--- src/rtl/core/pressure_module_response_deframer_top_assert.svh ---
// Assertion macros used by the deframer parser.
// Each macro expands to one labeled concurrent assertion on clk_i; PMRD_ASSERT is also disabled by rst_ni.
`ifndef PRESSURE_MODULE_RESPONSE_DEFRAMER_TOP_ASSERT_SVH
`define PRESSURE_MODULE_RESPONSE_DEFRAMER_TOP_ASSERT_SVH

// Checked only while the block is out of reset.
`define PMRD_ASSERT(name, prop, msg) \
  name: assert property (@(posedge clk_i) disable iff (!rst_ni) prop) else $error(msg);

// Checked at every edge, reset included.
`define PMRD_ASSERT_ALWAYS(name, prop, msg) \
  name: assert property (@(posedge clk_i) prop) else $error(msg);

`endif

--- src/rtl/core/pmrd_pkg.sv ---
// Shared types and constants for the pressure module response deframer.
// No dependencies; imported by every module of the block.
package pmrd_pkg;

  localparam logic [7:0] HeaderReset = 8'h3E;
  localparam logic [7:0] LenPressure = 8'h05;
  localparam logic [7:0] LenResult   = 8'h18;
  localparam logic [7:0] LenAck      = 8'h04;

  typedef enum logic [1:0] {
    KIND_PRESSURE = 2'd0,
    KIND_RESULT   = 2'd1,
    KIND_ACK      = 2'd2
  } pmrd_kind_e;

  // One registered received byte on its way to the parser.
  typedef struct packed {
    logic       valid;
    logic [7:0] data;
  } pmrd_byte_t;

endpackage

--- src/rtl/core/pressure_module_response_deframer_top.sv ---
// Pressure module response deframer: byte stream in, one result per good frame out.
// Receives rx bytes on a valid/ready channel and decodes response frames.
// Channels: in (in_valid_i, in_ready_o, rx_byte_i) carries one byte per request.
// out (out_valid_o, out_ready_i, frame_kind_o and the readings) carries one
// result per frame that has a known length and a zero checksum; every result
// holds all five latest readings, and ack_code_o is zero unless the frame is
// an acknowledge request. cfg (cfg_valid_i, cfg_ready_o, header_value_i) sets
// the start byte; it is always ready and should only be written while idle.
// Throughput: one byte per cycle while no result waits on out_ready_i, set by the
// single parse stage between the input register and the result register.
// Path: the last byte of a frame goes from the input register through the parse
// stage into the result register, provided no earlier result is still waiting.
// Reset: the parser returns to header hunt, all readings clear to zero and the
// start byte returns to 0x3E; no clearing pass is needed.
// Stall: while a result waits on out_ready_i, one more byte is held in the
// input register and then in_ready_o drops until the result is taken.
module pressure_module_response_deframer_top
  import pmrd_pkg::*;
(
  input  logic        clk_i,
  input  logic        rst_ni,
  input  logic        in_valid_i,
  output logic        in_ready_o,
  input  logic [7:0]  rx_byte_i,
  input  logic        cfg_valid_i,
  output logic        cfg_ready_o,
  input  logic [7:0]  header_value_i,
  output logic        out_valid_o,
  input  logic        out_ready_i,
  output logic [1:0]  frame_kind_o,
  output logic [15:0] cuff_pressure_o,
  output logic [15:0] systolic_o,
  output logic [15:0] diastolic_o,
  output logic [15:0] mean_pressure_o,
  output logic [15:0] pulse_rate_o,
  output logic [7:0]  ack_code_o
);

  logic [7:0] header_q, header_d;
  pmrd_byte_t rx_byte;
  logic       advance;

  assign cfg_ready_o = 1'b1;
  assign header_d    = (cfg_valid_i && cfg_ready_o) ? header_value_i : header_q;

  always_ff @(posedge clk_i or negedge rst_ni) begin
    if (!rst_ni) begin
      header_q <= HeaderReset;
    end else begin
      header_q <= header_d;
    end
  end

  pmrd_in_reg u_in_reg (
    .clk_i      (clk_i),
    .rst_ni     (rst_ni),
    .in_valid_i (in_valid_i),
    .in_ready_o (in_ready_o),
    .rx_byte_i  (rx_byte_i),
    .advance_i  (advance),
    .byte_o     (rx_byte)
  );

  pmrd_parser u_parser (
    .clk_i           (clk_i),
    .rst_ni          (rst_ni),
    .byte_i          (rx_byte),
    .header_i        (header_q),
    .advance_o       (advance),
    .out_valid_o     (out_valid_o),
    .out_ready_i     (out_ready_i),
    .frame_kind_o    (frame_kind_o),
    .cuff_pressure_o (cuff_pressure_o),
    .systolic_o      (systolic_o),
    .diastolic_o     (diastolic_o),
    .mean_pressure_o (mean_pressure_o),
    .pulse_rate_o    (pulse_rate_o),
    .ack_code_o      (ack_code_o)
  );

endmodule

--- src/rtl/core/pmrd_in_reg.sv ---
// Input register of the deframer: takes one received byte per request.
// Depends on pmrd_pkg for the byte struct.
module pmrd_in_reg
  import pmrd_pkg::*;
(
  input  logic       clk_i,
  input  logic       rst_ni,
  input  logic       in_valid_i,
  output logic       in_ready_o,
  input  logic [7:0] rx_byte_i,
  input  logic       advance_i,
  output pmrd_byte_t byte_o
);

  logic       valid_q, valid_d;
  logic [7:0] data_q;
  logic       take;

  // The stage frees up in the same cycle that the parser consumes it.
  assign in_ready_o = !valid_q || advance_i;
  assign take       = in_valid_i && in_ready_o;

  always_comb begin
    valid_d = valid_q;
    if (take) begin
      valid_d = 1'b1;
    end else if (advance_i) begin
      valid_d = 1'b0;
    end
  end

  always_ff @(posedge clk_i or negedge rst_ni) begin
    if (!rst_ni) begin
      valid_q <= 1'b0;
    end else begin
      valid_q <= valid_d;
    end
  end

  always_ff @(posedge clk_i) begin
    if (take) begin
      data_q <= rx_byte_i;
    end
  end

  assign byte_o = '{valid: valid_q, data: data_q};

endmodule

--- src/rtl/core/pmrd_parser.sv ---
// Frame parser and result register of the deframer.
// Depends on pmrd_pkg and on the assertion macro header.
module pmrd_parser
  import pmrd_pkg::*;
(
  input  logic        clk_i,
  input  logic        rst_ni,
  input  pmrd_byte_t  byte_i,
  input  logic [7:0]  header_i,
  output logic        advance_o,
  output logic        out_valid_o,
  input  logic        out_ready_i,
  output logic [1:0]  frame_kind_o,
  output logic [15:0] cuff_pressure_o,
  output logic [15:0] systolic_o,
  output logic [15:0] diastolic_o,
  output logic [15:0] mean_pressure_o,
  output logic [15:0] pulse_rate_o,
  output logic [7:0]  ack_code_o
);

  typedef enum logic [1:0] {
    PH_HUNT   = 2'd0,
    PH_LENGTH = 2'd1,
    PH_BODY   = 2'd2
  } phase_e;

  phase_e      phase_q, phase_d;
  logic [4:0]  pos_q, pos_d;
  logic [4:0]  len_q, len_d;
  logic [7:0]  sum_q, sum_d;
  logic        out_valid_q, out_valid_d;
  logic [15:0] pressure_q, pressure_d;
  logic [15:0] systolic_q, systolic_d;
  logic [15:0] diastolic_q, diastolic_d;
  logic [15:0] mean_q, mean_d;
  logic [15:0] pulse_q, pulse_d;
  pmrd_kind_e  kind_q, kind_d;
  logic [7:0]  ack_q, ack_d;

  // Only the payload bytes that feed a reading are kept.
  logic [7:0] b2_q, b3_q, b4_q, b5_q, b16_q, b17_q, b18_q, b19_q;

  logic       step;
  logic [7:0] b;
  logic [7:0] sum_add;
  logic [4:0] pos_inc;
  logic       len_known;
  logic       hit;

  assign advance_o = !out_valid_q || out_ready_i;
  assign step      = byte_i.valid && advance_o;
  assign b         = byte_i.data;
  assign sum_add   = sum_q + b;
  assign pos_inc   = pos_q + 5'd1;
  assign len_known = (b == LenPressure) || (b == LenResult) || (b == LenAck);

  always_comb begin
    phase_d     = phase_q;
    pos_d       = pos_q;
    len_d       = len_q;
    sum_d       = sum_q;
    out_valid_d = out_valid_q;
    pressure_d  = pressure_q;
    systolic_d  = systolic_q;
    diastolic_d = diastolic_q;
    mean_d      = mean_q;
    pulse_d     = pulse_q;
    kind_d      = kind_q;
    ack_d       = ack_q;
    hit         = 1'b0;
    if (advance_o) begin
      out_valid_d = 1'b0;
    end
    if (step) begin
      unique case (phase_q)
        PH_HUNT: begin
          if (b == header_i) begin
            sum_d   = b;
            pos_d   = 5'd1;
            phase_d = PH_LENGTH;
          end
        end
        PH_LENGTH: begin
          if (len_known) begin
            sum_d   = sum_add;
            len_d   = b[4:0];
            pos_d   = 5'd2;
            phase_d = PH_BODY;
          end else begin
            sum_d   = '0;
            pos_d   = '0;
            len_d   = '0;
            phase_d = PH_HUNT;
          end
        end
        PH_BODY: begin
          sum_d = sum_add;
          pos_d = pos_inc;
          if (pos_inc >= len_q) begin
            hit     = (sum_add == 8'h00);
            sum_d   = '0;
            pos_d   = '0;
            len_d   = '0;
            phase_d = PH_HUNT;
          end
        end
        default: begin
          sum_d   = '0;
          pos_d   = '0;
          len_d   = '0;
          phase_d = PH_HUNT;
        end
      endcase
    end
    // A good checksum updates the readings and loads the result register.
    if (hit) begin
      out_valid_d = 1'b1;
      ack_d       = 8'h00;
      if (len_q == LenPressure[4:0]) begin
        kind_d     = KIND_PRESSURE;
        pressure_d = {b3_q, b2_q};
      end else if (len_q == LenResult[4:0]) begin
        kind_d      = KIND_RESULT;
        systolic_d  = {b3_q, b2_q};
        diastolic_d = {b5_q, b4_q};
        mean_d      = {b17_q, b16_q};
        pulse_d     = {b19_q, b18_q};
      end else begin
        kind_d = KIND_ACK;
        ack_d  = b2_q;
      end
    end
  end

  always_ff @(posedge clk_i or negedge rst_ni) begin
    if (!rst_ni) begin
      phase_q     <= PH_HUNT;
      pos_q       <= '0;
      len_q       <= '0;
      sum_q       <= '0;
      out_valid_q <= 1'b0;
      pressure_q  <= '0;
      systolic_q  <= '0;
      diastolic_q <= '0;
      mean_q      <= '0;
      pulse_q     <= '0;
    end else begin
      phase_q     <= phase_d;
      pos_q       <= pos_d;
      len_q       <= len_d;
      sum_q       <= sum_d;
      out_valid_q <= out_valid_d;
      pressure_q  <= pressure_d;
      systolic_q  <= systolic_d;
      diastolic_q <= diastolic_d;
      mean_q      <= mean_d;
      pulse_q     <= pulse_d;
    end
  end

  always_ff @(posedge clk_i) begin
    kind_q <= kind_d;
    ack_q  <= ack_d;
    if (step && phase_q == PH_BODY) begin
      case (pos_q)
        5'd2:    b2_q  <= b;
        5'd3:    b3_q  <= b;
        5'd4:    b4_q  <= b;
        5'd5:    b5_q  <= b;
        5'd16:   b16_q <= b;
        5'd17:   b17_q <= b;
        5'd18:   b18_q <= b;
        5'd19:   b19_q <= b;
        default: ;
      endcase
    end
  end

  assign out_valid_o     = out_valid_q;
  assign frame_kind_o    = kind_q;
  assign cuff_pressure_o = pressure_q;
  assign systolic_o      = systolic_q;
  assign diastolic_o     = diastolic_q;
  assign mean_pressure_o = mean_q;
  assign pulse_rate_o    = pulse_q;
  assign ack_code_o      = ack_q;

`include "pressure_module_response_deframer_top_assert.svh"

  `PMRD_ASSERT(a_hunt_clean, (phase_q == PH_HUNT) |-> (pos_q == 5'd0 && sum_q == 8'h00), "hunt phase carries frame state")
  `PMRD_ASSERT(a_body_bounds, (phase_q == PH_BODY) |-> ((len_q == LenPressure[4:0] || len_q == LenResult[4:0] || len_q == LenAck[4:0]) && pos_q < len_q), "body position outside declared length")
  `PMRD_ASSERT(a_hit_loads, hit |=> out_valid_q, "accepted frame produced no result")
  `PMRD_ASSERT(a_ack_zero, (out_valid_q && kind_q != KIND_ACK) |-> (ack_q == 8'h00), "ack code set on a reading result")

endmodule

--- config.mk ---
export PLATFORM = sky130hd
export DESIGN_NAME = pressure_module_response_deframer_top
export DESIGN_NICKNAME = d
export VERILOG_FILES = /design/src/rtl/core/pmrd_pkg.sv /design/src/rtl/core/pressure_module_response_deframer_top.sv /design/src/rtl/core/pmrd_in_reg.sv /design/src/rtl/core/pmrd_parser.sv
export VERILOG_INCLUDE_DIRS = /design/src /design/src/rtl/core
export SDC_FILE = /design/constraint.sdc
export NUM_CORES = 1
export LEC_CHECK = 0
export ABC_AREA = 1
export BUFFER_PORTS_ARGS = -buffer_cell sky130_fd_sc_hd__buf_2
export CAP_MARGIN = 20
export CORE_MARGIN = 4
export CORE_UTILIZATION = 50
export CTS_CLUSTER_SIZE = 30
export DETAILED_ROUTE_END_ITERATION = 10
export GPL_TIMING_DRIVEN = 0
export PLACE_DENSITY = 0.77
export SLEW_MARGIN = 20
export SYNTH_ARGS = -nofsm -noshare
export SYNTH_HDL_FRONTEND = slang
export SYNTH_SLANG_ARGS = --single-unit
--- constraint.sdc ---
create_clock -name clk_i -period 3 [get_ports clk_i]
set_input_delay 0.45 -clock clk_i [delete_from_list [all_inputs] [get_ports clk_i]]
set_output_delay 0.45 -clock clk_i [all_outputs]
set_load 0.02 [all_outputs]
==> run summary <==
Core Area: 15,800 um^2
Post-CTS clock slew at the launch and capture registers of the worst setup and hold paths: 0.07 ns
Antenna violations before repair: 0
First-pass GRT wire length: 28.9 mm
Total Routed Length: 18.1 mm
Post-layout min period: 2.81 ns
Hold Slack: 0.187 ns
Cell types with the largest area share after synthesis: sky130_fd_sc_hd__dfrtp_1 33%, sky130_fd_sc_hd__edfxtp_1 31%, sky130_fd_sc_hd__nand2_1 13%
Buffer type at the clock tree root: sky130_fd_sc_hd__clkbuf_16
Synthesized-area fraction occupied by xor and xnor cells: 0.545%
Delay contributed by the slowest stage of the critical path: 0.46 ns
Commonest cells in the netlist: 283 x sky130_fd_sc_hd__nand2_1, 105 x sky130_fd_sc_hd__dfrtp_1, 86 x sky130_fd_sc_hd__nand4_1
Post-Place Cells: 1,110
Simple-gate share of the synthesized area: 24.3%
Setup WS pre-CTS: -0.505 ns
Post-route antenna net violation count: 0
Syn Inst Count: 780
Overall die height: 135 um
Routability congestion estimate: 0.871
Compound-cell area share of the yosys netlist: 1.62%
Highest ir drop seen on vdd: 466 uV
Total GRT Usage: 20.4%
DR DRC count: 0
Post-Syn Nets: 818
Hold Path Depth: 1
Actual transition at the worst max-transition pin: 0.821 ns
Final slew viol count: 0
H-tree lvl count: 4
Register bit count reported by yosys: 192
TritonCTS clock tree: yes
DRT Pass-1 Iters: 5
Number of hold violations in the final report: 0
Worst path required time: 3.15 ns
Total clock buffers created by CTS: 17
CP Data Arrival Time: 2.96 ns
Share of async-settable or async-resettable flops after synthesis: 57.3%
Run status: complete, no violations
Unique cell type count in the Yosys netlist: 30
Vias in the first global route: 5,645
Clock sink total: 192
Synthesized area: 8030 um^2
Total inserted antenna cells: 0
Share of final-layout standard cells stronger than drive strength 1: 21.2%
Max cap viols: 0
Num rows: 46
Final worst-path cycle share: 93.7%
Reported leakage power: 4.89 nW
Synthesized area per cell: 10.3 um^2
Class of the most critical setup path: reg -> reg
Top cell type by total area after synthesis: sky130_fd_sc_hd__dfrtp_1
GRT overflow: 0
Layout overhead on the synthesized area: 19.2%
Count of placed standard cells in the final layout, fillers left out: 1,154
Detailed router's first-iteration violation count: 427
Average detailed-routed wire length per instance: 15.7 um
Critical Path Slowest Stage Cell: sky130_fd_sc_hd__dfrtp_2
Worst R2R Path Depth: 14
Most used DFF post-synth: sky130_fd_sc_hd__dfrtp_1
Number of warnings reported in the yosys synthesis log: 0
CTS Buffer Depth: 2
Most used standard cell by instance count after synthesis: sky130_fd_sc_hd__nand2_1
Synth top area share: 32.7%
Number of input and output port buffers inserted: 112
Latest clock arrival within the worst-skew pair: 0.43 ns
Starting density of the core: 50.7%
Path type of the worst min-delay path: in -> reg
FMAX: 0.356 GHz
Routed vias: 5,951
Final HPWL from detailed placement: 12.0 mm
Largest net degree at the start of global routing: 72
Max Clock Skew: 0.0140 ns
Dominant combinational cell family by area after synthesis: simple AND/OR/NAND/NOR gates
Worst path cell trace: ha_1 > nand3_1 > xor2_1 > ha_1 > a21oi_1 > nand2_1 > nor2_1 > nor2_1 > nand2_1 > nor2_2 > buf_6 > buf_6 > nand2_2 > clkinvlp_4
Share of synthesized area spent on multiplexers: 0.140%
Final number of setup-violating endpoints: 0
Post-Synth Adder-Cell Area: 2.74%
Vias/cell: 5.16
Worst path setup slack after routing: 0.190 ns
Power Density: 649 nW/um^2
Critical Path Source Type: register
Ports placed on the boundary: 114
Overall power after layout: 6.21 mW
EDFF count, synth: 82
Setup repair after global routing missed its margin: no
Number of fillers in the final layout: 1,283
Die Width: 135 um
Category of the worst setup path capture point: register
Die area: 18,200 um^2
Worst slew margin relative to its limit: 45.0%
Count of nets after finishing: 963
Maximum fanout along the worst path: 10
Post-synthesis sequential area ratio: 65.0%
path summary, 6_finish.rpt:
check | from | to | slack [ns]
max | u_parser.pos_q[0] | u_parser.ack_code_o[5] | 0.19
min | rx_byte_i[1] | u_in_reg.data_q[1] | 0.19
max reg2reg | u_parser.pos_q[0] | u_parser.ack_code_o[5] | 0.19
min reg2reg | u_parser.cuff_pressure_o[12] | u_parser.cuff_pressure_o[12] | 0.46
max in group asynchronous | rst_ni | u_parser.mean_pressure_o[3] | 1.83
min in group asynchronous | rst_ni | u_parser.mean_pressure_o[11] | 0.50
cells by family (layout without fill, tap and decap cells):
group           after synthesis  in the layout
flops                       192            192
xor+xnor                      5              5
fa+ha+maj                    17             17
mux                           1              1
other cells                   1              1
compound gates               25             25
buf+inv                      99            257
simple gates                440            440
where the power goes:
| part | leakage [nW] | switching (mW) | internal, mW |
|---|---|---|---|
| clock | 0.262 | 0.894 | 1.21 |
| sequential | 2.24 | 0.0801 | 2.85 |
| combinational | 2.39 | 0.835 | 0.348 |
| total | 4.89 | 1.81 | 4.41 |
worst max-delay path, delay by kind of cell (launching register included):
kind            cells  cell delay (ns)
xor+xnor            1             0.21
compound gates      1             0.14
simple gates        7             0.66
fa+ha+maj           2             0.56
flops               1             0.46
buf+inv             3             0.51
cell usage in the layout, fill, tap and decap left out, types with 5 or more instances in the layout:
cell	netlist	final
sky130_fd_sc_hd__dfrtp_1	105	104
sky130_fd_sc_hd__dfstp_2	5	5
sky130_fd_sc_hd__clkbuf_1	7	14
sky130_fd_sc_hd__edfxtp_1	82	82
sky130_fd_sc_hd__nor2_1	30	30
sky130_fd_sc_hd__buf_6	6	9
sky130_fd_sc_hd__ha_1	16	16
sky130_fd_sc_hd__nand4_1	86	86
sky130_fd_sc_hd__inv_1	58	57
sky130_fd_sc_hd__a21oi_1	6	6
sky130_fd_sc_hd__clkbuf_16	0	17
sky130_fd_sc_hd__buf_2	23	134
sky130_fd_sc_hd__nand2_1	283	282
sky130_fd_sc_hd__nor3_2	2	5
sky130_fd_sc_hd__buf_4	2	9
sky130_fd_sc_hd__o21ai_0	17	17
sky130_fd_sc_hd__nor3_1	9	6
sky130_fd_sc_hd__nand3_1	24	24
registers in the layout, summed over array words and instances (netlist names), 16 cells and up:
signal / flops
u_parser.cuff_pressure_o: 16
u_parser.diastolic_o: 16
u_parser.mean_pressure_o: 16
u_parser.pulse_rate_o: 16
u_parser.systolic_o: 16
timing repair:
action,4_1_cts,5_1_grt
resized for setup,3,5
buffers inserted,8,0
cloned,1,0
setup endpoints to repair,89,17
hold endpoints to repair,34,0
hold buffers,1,0
routing by layer:
layer / vias to the layer above / wire (um) / global-route usage, %
li1: 2913 / - / -
met1: 2798 / 8000 / 28.5
met5: - / 0 / 0
met4: 0 / 276 / 5.83
met2: 216 / 8570 / 32.5
met3: 24 / 1280 / 4.69
per-stage QoR:
stage / cell area [um^2] / util (%) / TNS [ns]
floorplan: 8030 / - / 0
global placement: 8860 / 56.0 / -10.37
detailed placement: 8910 / 56.3 / -11.90
CTS: 9540 / 60.3 / 0
global route: 9570 / 60.5 / 0
finish: 9570 / 60.5 / 0
area by class of cell:
class | instances | area (um^2) | share of cell area, %
timing repair inverter | 1 | 7.51 | 0.0784
clock buffer | 27 | 493 | 5.15
timing repair buffer | 125 | 679 | 7.10
buffer | 38 | 234 | 2.44
sequential | 192 | 5220 | 54.6
clock inverter | 5 | 58.8 | 0.614
inverter | 61 | 233 | 2.43
multi-input combinational | 489 | 2370 | 24.8
tap | 216 | 270 | 2.82
Power figures use the tool's default switching activity.
